`src/hdl/bmf_serial_div.sv`:
```
// restoring divider, one quotient bit per cycle, shared for modulo and mean
module bmf_serial_div #(
  parameter int NW = 16,
  parameter int DW = 10
) (
  input  logic          clk,
  input  logic          rst_n,
  input  logic          start,
  input  logic [NW-1:0] dividend,
  input  logic [DW-1:0] divisor,
  output logic          busy,
  output logic          done,
  output logic [NW-1:0] quotient,
  output logic [DW-1:0] remainder
);

  localparam int CW = $clog2(NW + 1);

  logic [NW-1:0] a_r;
  logic [DW-1:0] b_r;
  logic [DW-1:0] rem_r;
  logic [CW-1:0] cnt_r;
  logic          busy_r;
  logic          done_r;
  logic [DW:0]   trial;
  logic          take;

  // shift the next dividend bit into the partial remainder
  assign trial = {rem_r, a_r[NW-1]};
  assign take  = (trial >= {1'b0, b_r});

  always_ff @(posedge clk) begin
    if (!rst_n) begin
      busy_r <= 1'b0;
      done_r <= 1'b0;
      cnt_r  <= '0;
    end else begin
      done_r <= 1'b0;
      if (start) begin
        busy_r <= 1'b1;
        cnt_r  <= CW'(NW);
      end else if (busy_r) begin
        cnt_r <= cnt_r - CW'(1);
        if (cnt_r == CW'(1)) begin
          busy_r <= 1'b0;
          done_r <= 1'b1;
        end
      end
    end
  end

  always_ff @(posedge clk) begin
    if (start) begin
      a_r   <= dividend;
      b_r   <= divisor;
      rem_r <= '0;
    end else if (busy_r) begin
      a_r   <= {a_r[NW-2:0], take};
      rem_r <= take ? DW'(trial - {1'b0, b_r}) : trial[DW-1:0];
    end
  end

  assign busy      = busy_r;
  assign done      = done_r;
  assign quotient  = a_r;
  assign remainder = rem_r;

endmodule

```
`config.mk`:
```
export PLATFORM = sky130hd
export DESIGN_NAME = bmf_serial_div
export DESIGN_NICKNAME = d
export VERILOG_FILES = /design/src/hdl/bmf_serial_div.sv
export SDC_FILE = /design/constraint.sdc
export NUM_CORES = 1
export LEC_CHECK = 0
export BUFFER_PORTS_ARGS = -buffer_cell sky130_fd_sc_hd__buf_4
export CAP_MARGIN = 20
export CORE_ASPECT_RATIO = 1.1
export CORE_UTILIZATION = 24
export CTS_BUF_LIST = sky130_fd_sc_hd__clkbuf_8 sky130_fd_sc_hd__clkbuf_16
export DETAILED_ROUTE_END_ITERATION = 10
export GPL_ROUTABILITY_DRIVEN = 0
export PLACE_DENSITY = 0.49
export SYNTH_ARGS = -nofsm -noshare
export SYNTH_HDL_FRONTEND = slang
export SYNTH_SLANG_ARGS = --single-unit
```
`constraint.sdc`:
```
create_clock -name clk -period 2.1 [get_ports clk]
set_input_delay 0.105 -clock clk [delete_from_list [all_inputs] [get_ports clk]]
set_output_delay 0.105 -clock clk [all_outputs]
set_load 0.02 [all_outputs]
```
Word-level counts from Yosys, hierarchy flattened:

Index checks and enable logic that the tools add are counted.

* add/subtract/negate cells: 2
* magnitude comparators: 1
* equality and inequality tests: 1
* multiplexer cells: 9
* bitwise gates (word level): 2
* reductions and logical operators: 3

Operators with widths (number)
* $mux W16: 2
* $ge A11 B10 Y1: 1
* $mux W10: 1
* $mux W5: 2
* $sub A10 B10 Y10: 1
* $eq A5 B1 Y1 const B: 1
* $sub A5 B1 Y5 const B: 1
* $mux W1: 4
* $reduce_or A3 Y1: 1
* $not A1 Y1: 2
* $reduce_bool A2 Y1: 1
* $reduce_or A2 Y1: 1

* register bits: 43
* bits of input ports: 29
* output and inout bits: 28
* word-level logic and storage cells: 25

Logic depth before layout (Yosys ltp):

Gate-level depths: netlist of the first run.

* depth in word-level cells: 4
* mapped depth: 10
* mapped depth without buffers: 10

Worst setup path before layout of the first run:

OpenSTA, ideal clock, no wires.

* path type: register to register
* start point: reg a_r[15] (netlist: quotient[15])
* end point: reg rem_r[8] (netlist: remainder[8])
* setup time: 144 ps
* data arrival time: 2340 ps
* data required time: 1956 ps
* slack: -384 ps
* stages on the path, launching flop included: 11
* path buffers: 0
* clock period less this slack: 2484 ps
* cells stage by stage: edfxtp_1 > inv_1 > ha_1 > inv_1 > fa_1 > a211oi_1 > nor3_1 > o31a_1 > or3_1 > nand3_1 > a311oi_1

* word-level cells in the longest chain between the ends: 2
* elaborated cells on any way between the ends: 3
* classes of those cells: 1 x add/sub; 1 x order compare; 1 x mux

Ends and longest elaborated chain
* from (decl): RTL line 19 `logic [NW-1:0] a_r;`
* from (signal assigned): RTL line 54 `a_r <= dividend;`
* from (signal assigned): RTL line 58 `a_r <= {a_r[NW-2:0], take};`
* $sub A10 B10 Y10 or $ge A11 B10 Y1 (tied branches): RTL line 59, 30
* $mux W10 (*): RTL line 59 `rem_r <= take ? DW'(trial - {1'b0, b_r}) : trial[DW-1:0];`
* to (signal assigned): RTL line 59
* to (decl): RTL line 21 `logic [DW-1:0] rem_r;`

Every way passes the cells marked *; elsewhere a longest branch is shown, timed or not.
A chain may end at the register's enable or synchronous reset.

Worst setup path after layout of the first run:

Same ends and word-level chain as after synthesis.

==> summary.md, run 1 <==
| Metric | Value |
|---|---|
| Worst EP arrival | `roughly 2.4 ns` |
| Max Root-Sink Buffers | `2` |
| Period utilization | `104.3%` |
| Unique masters post-synth | `42` |
| # diodes | `0` |
| Cell mode on critical path | `inv_2` |
| Clk_lat worst skew | `slightly above 0.3 ns` |
| CP required | `between 2 and 2.5 ns` |
| CP Cell Sequence | `inv_2, ha_4, inv_2, fa_2, a211oi_4, nor3_2, o31a_1, or3_1, nand3_1, a311oi_1` |
| Routed length per instance | `between 10 and 15 µm` |
| DP Cell Count | `380` |
| Layout Skew | `0.01733 ns` |
| Critical path's largest stage delay | `approximately 0.4 ns` |
| DPL Wire Length | `between 3000 and 4000 µm` |
| Final nets | `332` |
| Final setup margin | `-0.09089 ns` |
| Clock-pin slew on the worst setup and hold paths | `around 0.10 ns` |
| First-pass GRT wire length | `approximately 8900 µm` |
| Slowest-stage cell, CP | `edfxtp_1` |
| Overall global routing resource usage | `around an eighth` |
| FF-to-FF Start | `quotient[15]` |
| Failing checks | `negative setup slack` |
| Reg2Reg Capture Point | `remainder[8]` |
| CP bufs+invs | `2` |
| Max FO, Critical Path | `2` |
| Number of global-route vias before repair | `around 1800` |
| Die Ht | `102.5 µm` |
| Max-Cap Viols | `0` |
| H-tree Lvls | `2` |
| Count of final setup violators | `2` |
| Clock root buffer | `clkbuf_8` |
| Path type of the worst setup path | `reg2reg` |
| Mapped Nets | `233` |
| HP Start | `rst_n` |
| First DRT Iteration DRCs | `46` |
| Mapped Area | `~0.0022 mm²` |
| Post-Syn Instances | `around 190` |
| Initial Utilization | `roughly 25%` |
| Reg2Reg Depth | `10` |
| Status | `complete, but fails checks` |
| Post-synthesis average cell area | `between 10 and 15 µm²` |
| Share of cells above drive strength 1 | `49.14%` |
| Static Leak | `around 0.0014 µW` |
| Share of the synthesized area in the top cell type | `a little over a third` |
| Worst-margin pin slew | `about 0.39 ns` |
| Grt ovf | `0` |
| Slew Limit Fails | `0` |
| CP endpoint kind | `register` |
| Number of flops mapped to enable cells by yosys | `26` |
| Worst min path class | `in2reg` |
| DRC viols | `0` |
| Number of buffers created by CTS | `5` |
| Vias per inst | `around 4.6` |
| Largest net degree at the start of global routing | `24` |
| Max Freq | `456.4 MHz` |
| TNS Setup | `-0.1084 ns` |
| Post-synth top area cell | `edfxtp_1` |
| Router iterations before antenna repair | `4` |
| Register area share after synthesis | `50.91%` |
| Yosys reg bits | `43` |
| Synthesis-to-finish area growth | `52.95%` |
| Core ar. | `a little under 0.009 mm²` |
| Worst vdd ir | `roughly 0.44 mV` |
| Die Wd | `between 90 and 100 µm` |
| Dominant cells by area after synthesis | `edfxtp_1, dfxtp_1, mux2_2, ha_1, a211oi_1` |
| Synth warn | `0` |
| Routed Antenna Nets | `0` |
| Row cnt | `36` |
| Ports | `57` |
| TritonCTS clock tree | `done` |
| Hold slack | `0.01852 ns` |
| Cell family with most CP delay | `compound AO/OA/AOI/OAI gates` |
| RSZ-0062 raised after global routing | `yes` |
| Total Wirelength | `approximately 5600 µm` |
| CTS sink count | `43` |
| Via Count | `between 1500 and 2000` |
| Min Tclk post-route | `2.191 ns` |
| Worst Hold Path Cells | `2` |
| DP Worst Slack | `-0.1625 ns` |
| Post-Layout Cell Count | `405` |
| Pwr Density | `slightly above 700 mW/mm²` |
| Post-synth ARST share | `0%` |
| Slew HR | `between 70% and 80%` |
| Top FF cell, synth | `edfxtp_1` |
| Worst hold endpoint | `busy` |
| # fillers | `907` |
| Die area | `roughly 0.0096 mm²` |
| Final hold vios | `0` |
| Flop-to-flop setup slack | `-0.09 ns` |
| Worst setup SP type | `register` |
| PortBufs | `56` |
| Initial antenna violation count | `0` |
[timing repair]
item / CTS / global route
buffers inserted: 2 / 4
pin swaps: 11 / 11
cloned: 1 / 0
endpoints found under the hold margin: 10 / 0
endpoints found under the setup margin: 9 / 11
hold buffers: 10 / 0
resized for setup: 6 / 18
[metal layers]
metal,up-vias,routed length [µm],GRT usage [%]
li1,900,-,-
met1,892,2434,14.43
met2,47,2737,20.93
met3,5,366,3.943
met4,0,61,4.260
met5,-,0,0
[cells in the mapped netlist, types with 2 or more instances]
master and instances:
and3_2 2, o21ai_0 2, dfxtp_1 17, xor2_1 5, o22ai_1 3, a21o_1 4
edfxtp_1 26, clkbuf_1 3, nand3_1 5, a211oi_1 8, mux2_2 16, inv_1 14
a31oi_1 3, nor2b_1 4, xnor2_1 5, ha_1 12, nand2_1 10, nor3_1 5
nor2_1 14, buf_1 2, nor4_1 3, a21oi_1 4, o21bai_1 2, mux2i_1 4
[placed cells by master (no fill, tap or decap), types with 7 or more instances in the layout]
| cell | n |
|---|---|
| nor2_1 | 14 |
| dfxtp_1 | 16 |
| mux2_2 | 16 |
| ha_4 | 7 |
| dlygate4sd3_1 | 10 |
| edfxtp_1 | 26 |
| inv_1 | 11 |
| buf_4 | 85 |
| nand2_1 | 10 |
[worst max path at each step]
stage,endpoint,from,depth (start not counted)
global placement,remainder[8],quotient[15],10
floorplan,remainder[8],quotient[15],10
CTS,remainder[8],quotient[15],10
detailed placement,remainder[8],quotient[15],10
global route,remainder[8],quotient[15],10
finish,remainder[8],quotient[15],10
[where the power goes]
part,internal [µW],switching (µW)
clock,245,336
combinational,423,388
sequential,983,49.0
total,1650,773
[flip-flops by register name, summed over array words and instances, names as in the netlist]
| signal | count |
|---|---|
| busy | 1 |
| remainder | 10 |
| done | 1 |
| b_r | 10 |
| cnt_r | 5 |
| quotient | 16 |
[logic make-up (layout without fill, tap and decap cells)]
group	count (synthesis)	after routing	synth area share, %
AO/OA/AOI/OAI	36	36	12.33
XOR/XNOR	10	10	3.977
adder cells (fa/ha/maj)	13	13	7.727
buffers and inverters	20	119	3.409
flip-flops	43	43	50.91
multiplexers	20	20	10.00
AND/OR/NAND/NOR	49	50	11.65
[cell type report]
class | count | area [µm²] | share of cell area, %
multi-input combinational | 129 | 1202 | 35.70
sequential | 43 | 1122 | 33.32
timing repair buffer | 96 | 749.5 | 22.25
tap | 114 | 142.6 | 4.235
clock buffer | 5 | 68.82 | 2.043
inverter | 15 | 56.30 | 1.672
clock inverter | 3 | 26.28 | 0.7801
[through the flow]
step | util, % | power (µW) | area, µm²
floorplan | - | 1447 | 2252
global placement | 33.54 | 1735 | 2977
detailed placement | 33.54 | 1736 | 2977
CTS | 36.48 | 2386 | 3237
global route | 37.96 | 2556 | 3368
finish | 37.96 | 2424 | 3368
Note: power is estimated with default switching activity, not from simulation.
==> run 2: changes to the inputs <==
--- a/config.mk
+++ b/config.mk
@@ -15,2 +15,3 @@
 export PLACE_DENSITY = 0.49
+export SLEW_MARGIN = 20
 export SYNTH_ARGS = -nofsm -noshare
==> constraint.sdc (replaced) <==
create_clock -name clk -period 2.1 [get_ports clk]
set_input_delay 0.315 -clock clk [delete_from_list [all_inputs] [get_ports clk]]
set_output_delay 0.315 -clock clk [all_outputs]
set_load 0.02 [all_outputs]
==> run 2 against run 1 <==
Compared with the run above:
- total power increased by 0.74%
- worst setup slack gained 0.0088 ns
- the run still ends with negative setup slack left
- clock skew down 0.013 ns
- non-clock buffer count fell by 7
- count of clock-buffer cells in the layout is the same
- maximum frequency rose by 0.40%
- sequential power barely moved
==> summary.md, run 2 (same netlist as run 1, synthesis figures left out) <==
| Metric | Value |
|---|---|
| Status | `complete, but fails checks` |
| Failing checks | `negative setup slack` |
| CP required | `2.28 ns` |
| Synthesis-to-finish area growth | `46.19%` |
| Period utilization | `103.9%` |
| Worst hold endpoint | `b_r[3]` |
| Max FO, Critical Path | `3` |
| Ports | `between 50 and 60` |
| TritonCTS clock tree | `done` |
| PortBufs | `56` |
| Core Util, Final | `36.28%` |
| Worst Hold Path Cells | `1` |
| # diodes | `0` |
| Worst-margin pin slew | `0.4177 ns` |
| Clk_lat worst skew | `~0.3 ns` |
| Cell family with most CP delay | `compound AO/OA/AOI/OAI gates` |
| Overall global routing resource usage | `a little under an eighth` |
| Number of buffers created by CTS | `5` |
| Initial Utilization | `24.82%` |
| Count of final setup violators | `1` |
| First DRT Iteration DRCs | `53` |
| CTS sink count | `between 40 and 50` |
| Total Wirelength | `roughly 5300 µm` |
| Router iterations before antenna repair | `4` |
| RSZ-0062 raised after global routing | `yes` |
| Critical path depth | `10` |
| CP Cell Sequence | `inv_2, ha_4, inv_2, fa_2, a211oi_4, nor3_2, o31a_1, or3_1, nand3_1, a311oi_1` |
| Worst vdd ir | `around 0.35 mV` |
| FF-to-FF Start | `quotient[15]` |
| Final setup margin | `-0.08208 ns` |
| Final nets | `~330` |
| Clock root buffer | `clkbuf_8` |
| Flop-to-flop setup slack | `-0.08 ns` |
| Via Count | `between 1500 and 2000` |
| Cell mode on critical path | `inv_2` |
| Hold Buf Count CTS | `0` |
| Worst min path class | `in2reg` |
| Routed length per instance | `about 13 µm` |
| H-tree Lvls | `2` |
| HP Start | `divisor[3]` |
| DP Worst Slack | `-0.1101 ns` |
| Largest register FFs | `16` |
| Static Leak | `~0.0014 µW` |
| Grt ovf | `0` |
| Most frequent cells in the layout | `buf_4, edfxtp_1, dfxtp_1` |
| Layout Skew | `approximately 0.0040 ns` |
| Core ar. | `0.008874 mm²` |
| Slowest-stage cell, CP | `edfxtp_1` |
| Row cnt | `36` |
| Final hold vios | `0` |
| DPL Wire Length | `3859 µm` |
| First-pass GRT wire length | `between 8000 and 9000 µm` |
| Min Tclk post-route | `roughly 2.2 ns` |
| Critical path's largest stage delay | `0.41 ns` |
| Worst setup SP type | `register` |
| Initial antenna violation count | `0` |
| Vias per inst | `approximately 4.5` |
| Slew Limit Fails | `0` |
| Post-Layout Cell Count | `between 300 and 400` |
| Die area | `about 0.0096 mm²` |
| Reg2Reg Capture Point | `remainder[8]` |
| Clock-pin slew on the worst setup and hold paths | `roughly 0.090 ns` |
| Reg2Reg Depth | `10` |
| DRC viols | `0` |
| Max Freq | `approximately 460 MHz` |
| Number of global-route vias before repair | `between 1500 and 2000` |
| Die Wd | `~93 µm` |
| DP Cell Count | `around 380` |
| Max-Cap Viols | `0` |
| Path type of the worst setup path | `reg2reg` |
| Routed Antenna Nets | `0` |
| Die Ht | `102.5 µm` |
| Share of cells above drive strength 1 | `approximately 48%` |
| Pwr Density | `roughly 760 mW/mm²` |
| Max Root-Sink Buffers | `2` |
| CP endpoint kind | `register` |
| Largest net degree at the start of global routing | `21` |
| Commonest non-fill, non-tap cell in the layout | `buf_4` |
| CP bufs+invs | `2` |
| Slew HR | `71.86%` |
| Worst EP arrival | `roughly 2.4 ns` |
## run 2: cell count changes in the layout (fill, tap and decap cells not counted), sizes merged
cell         delta
buf             +3
inv             -2
bufinv          +1
dlygate4sd3    -10
clkinv          +1
## run 2: worst max path at each step
stage            startpoint           end  slack [ns]
6_report       quotient[15]  remainder[8]       -0.08
5_1_grt        quotient[15]  remainder[8]       -0.21
4_1_cts        quotient[15]  remainder[8]       -0.13
3_5_place_dp   quotient[15]  remainder[8]       -0.11
3_3_place_gp   quotient[15]  remainder[8]       -0.08
2_1_floorplan  quotient[15]  remainder[8]       -0.17
## run 2: layout make-up
class | instances | area, µm²
Fill cell | 901 | 5654
Sequential cell | 43 | 1121
Multi-Input combinational cell | 129 | 1119
Timing Repair Buffer | 89 | 668.1
Tap cell | 114 | 142.6
Clock buffer | 5 | 68.82
Inverter | 15 | 56.30
Clock inverter | 3 | 43.79
## run 2: power breakdown
group	switching (µW)	total, µW	internal (µW)
registers	46.3	1030	982
logic	365	749	384
clock network	309	664	355
## run 2: timing repair
item                       in CTS  in global routing
setup endpoints to repair       9                 11
pin swaps                       6                  2
gates cloned                    1                  0
resized for setup               4                  5
setup buffers                   3                  3
## run 2: metal layers
metal  up-vias  part of all wire, %  GRT usage [%]
li1        887                    -              -
met1       830                   46          14.92
met2        52                   46          19.29
met3         4                  6.8          3.943
met4         0                  1.1          3.550
met5         -                    0              0
## run 2: per-stage QoR
| step | hold WS [ns] | area [µm²] | setup TNS [ns] | total power, µW |
|---|---|---|---|---|
| global placement | 0.4874 | 2999 | -0.1129 | 1741 |
| floorplan | 0.4139 | 2252 | -0.1820 | 1447 |
| detailed placement | 0.4933 | 2999 | -0.2214 | 1737 |
| global route | 0.1721 | 3219 | -0.8552 | 2591 |
| finish | 0.1904 | 3219 | -0.08208 | 2442 |
| CTS | 0.1791 | 3172 | -0.1307 | 2449 |
==> run 3: changes to the inputs <==
BUFFER_PORTS_ARGS = default   (was -buffer_cell sky130_fd_sc_hd__buf_4)
DONT_BUFFER_PORTS = 1   (was default)
PLACE_DENSITY = 0.43   (was 0.49)
==> run 3 against run 2 <==
Compared with the run above:
- the flow still finishes with violations (negative setup slack)
- sequential share of layout area increased by 4.2 points
- worst setup slack got worse by 0.077 ns
- final area decreased by 11%
- clock skew increased by 0.0099 ns
- via count decreased by 13%
- highest routed layer unchanged
- flip-flop and latch count unchanged
==> summary.md, run 3 (same netlist as run 1, synthesis figures left out) <==
| Metric | Value |
|---|---|
| Worst vdd ir | `0.2694 mV` |
| First DRT Iteration DRCs | `63` |
| Commonest non-fill, non-tap cell in the layout | `buf_4` |
| Die area | `0.009563 mm²` |
| Path type of the worst setup path | `reg2reg` |
| Count of final setup violators | `2` |
| Final instance area | `roughly 0.0029 mm²` |
| Die Wd | `93.33 µm` |
| DP Worst Slack | `-0.1500 ns` |
| Clock root buffer | `clkbuf_8` |
| Largest net degree at the start of global routing | `40` |
| # fillers | `890` |
| Worst hold endpoint | `remainder[4]` |
| PortBufs | `0` |
| Sequential cell area | `between 0.001 and 0.0015 mm²` |
| DRC viols | `0` |
| Static Leak | `0.001099 µW` |
| Via Count | `~1500` |
| Layout Skew | `between 0.01 and 0.015 ns` |
| Router iterations before antenna repair | `6` |
| Vias per inst | `4.571` |
| Period utilization | `107.6%` |
| Routed length per instance | `between 15 and 20 µm` |
| Largest register FFs | `16` |
| Routed Antenna Nets | `0` |
| TritonCTS clock tree | `done` |
| H-tree Lvls | `2` |
| Max FO, Critical Path | `2` |
| DPL Wire Length | `3602 µm` |
| Number of global-route vias before repair | `1596` |
| Row cnt | `36` |
| Initial Utilization | `24.82%` |
| Failing checks | `negative setup slack` |
| Status | `complete, but fails checks` |
| Worst min path class | `in2reg` |
| RSZ-0062 raised after global routing | `yes` |
| First-pass GRT wire length | `around 8300 µm` |
| Final nets | `~270` |
| Pwr Density | `836.2 mW/mm²` |
| Critical path's largest stage delay | `approximately 0.41 ns` |
| Final hold vios | `0` |
| Max-Cap Viols | `0` |
| Final setup margin | `-0.1593 ns` |
| Initial antenna violation count | `0` |
| Slew HR | `71.20%` |
| Total Wirelength | `around 5200 µm` |
| CP Cell Sequence | `inv_2, ha_4, inv_2, fa_2, a211oi_4, nor3_2, o31a_1, or3_1, nand3_1, a311oi_2` |
| Slew Limit Fails | `0` |
| Core ar. | `~0.0089 mm²` |
| FF-to-FF Start | `quotient[15]` |
| Flop-to-flop setup slack | `-0.16 ns` |
| Overall global routing resource usage | `around 11%` |
| Multi-input logic area | `approximately 0.0012 mm²` |
| CP endpoint kind | `register` |
| Number of buffers created by CTS | `5` |
| Worst-margin pin slew | `about 0.43 ns` |
| Core Util, Final | `32.35%` |
| Most frequent cells in the layout | `buf_4, edfxtp_1, dfxtp_1` |
| Share of cells above drive strength 1 | `around 40%` |
| Max Root-Sink Buffers | `2` |
| CP required | `approximately 2.3 ns` |
| CTS sink count | `43` |
| Ports | `between 50 and 60` |
| Clock-pin slew on the worst setup and hold paths | `0.10 ns` |
| TNS Setup | `-0.1805 ns` |
| Max Freq | `approximately 440 MHz` |
| Reg2Reg Capture Point | `remainder[8]` |
| Reg2Reg Depth | `10` |
| Slowest-stage cell, CP | `edfxtp_1` |
| Placed Area | `roughly 0.0026 mm²` |
| Cell mode on critical path | `inv_2` |
| Hold Buf Count CTS | `0` |
| Worst Hold Path Cells | `1` |
| Worst EP arrival | `around 2.4 ns` |
| Clk_lat worst skew | `0.31 ns` |
| Synthesis-to-finish area growth | `30.34%` |
| HP Start | `start` |
| # diodes | `0` |
| Die Ht | `between 100 and 150 µm` |
| Worst setup SP type | `register` |
| Grt ovf | `0` |
| Min Tclk post-route | `~2.3 ns` |
run 3: changes by cell type in the layout (fill, tap and decap cells not counted), sizes merged:
cell / before / now
clkinv: 3 / 2
buf: 89 / 29
inv: 14 / 15
run 3: how the worst max path moves through the flow:
stage                             from  cells past startpoint  slack (ns)      endpoint
after floorplan           quotient[15]                     10       -0.17  remainder[8]
after global placement    quotient[15]                     10       -0.12  remainder[8]
after detailed placement  quotient[15]                     10       -0.15  remainder[8]
after CTS                 quotient[15]                     10       -0.15  remainder[8]
after global routing      quotient[15]                     10       -0.28  remainder[8]
final                     quotient[15]                     10       -0.16  remainder[8]
run 3: what timing repair did:
action	4_1_cts	5_1_grt
buffers inserted	2	3
pin swaps	10	10
cloned	1	0
gates resized for setup	5	20
endpoints found under the hold margin	0	0
endpoints found under the setup margin	9	11
run 3: stage by stage:
stage	hold WS, ns	instances	power (µW)
5_1_grt	0.05902	338	2521
2_1_floorplan	0.4139	191	1447
3_5_place_dp	0.3969	324	1615
3_3_place_gp	0.3952	324	1619
6_report	0.06944	338	2400
4_1_cts	0.06317	335	2356
run 3: critical path, delay by kind of cell, from the launching register on:
| kind | cells | cell delay, ns |
|---|---|---|
| adders and majority gates | 2 | 0.49 |
| and+or+nand+nor | 3 | 0.48 |
| AOI/OAI and AO/OA | 3 | 0.61 |
| buffers and inverters | 2 | 0.12 |
| DFF | 1 | 0.41 |
run 3: cell type report:
cell class	count	area share [%]
clock buffers	5	2.398
inverters	15	1.962
clock inverters	3	1.656
flip-flops and latches	43	39.06
well taps	114	4.969
multi-input cells	129	42.37
repair buffers	29	7.585
run 3: routing by layer:
layer / track usage [%] / vias to the layer above / part of all wire [%]
met4: 3.905 / 0 / 1.3
li1: - / 768 / -
met2: 19.91 / 30 / 49
met5: 0 / - / 0
met1: 13.67 / 740 / 45
met3: 3.199 / 7 / 5.2
run 3: power breakdown:
part	switching [µW]	internal (µW)
combinational	311	311
clock	338	361
sequential	94.3	985
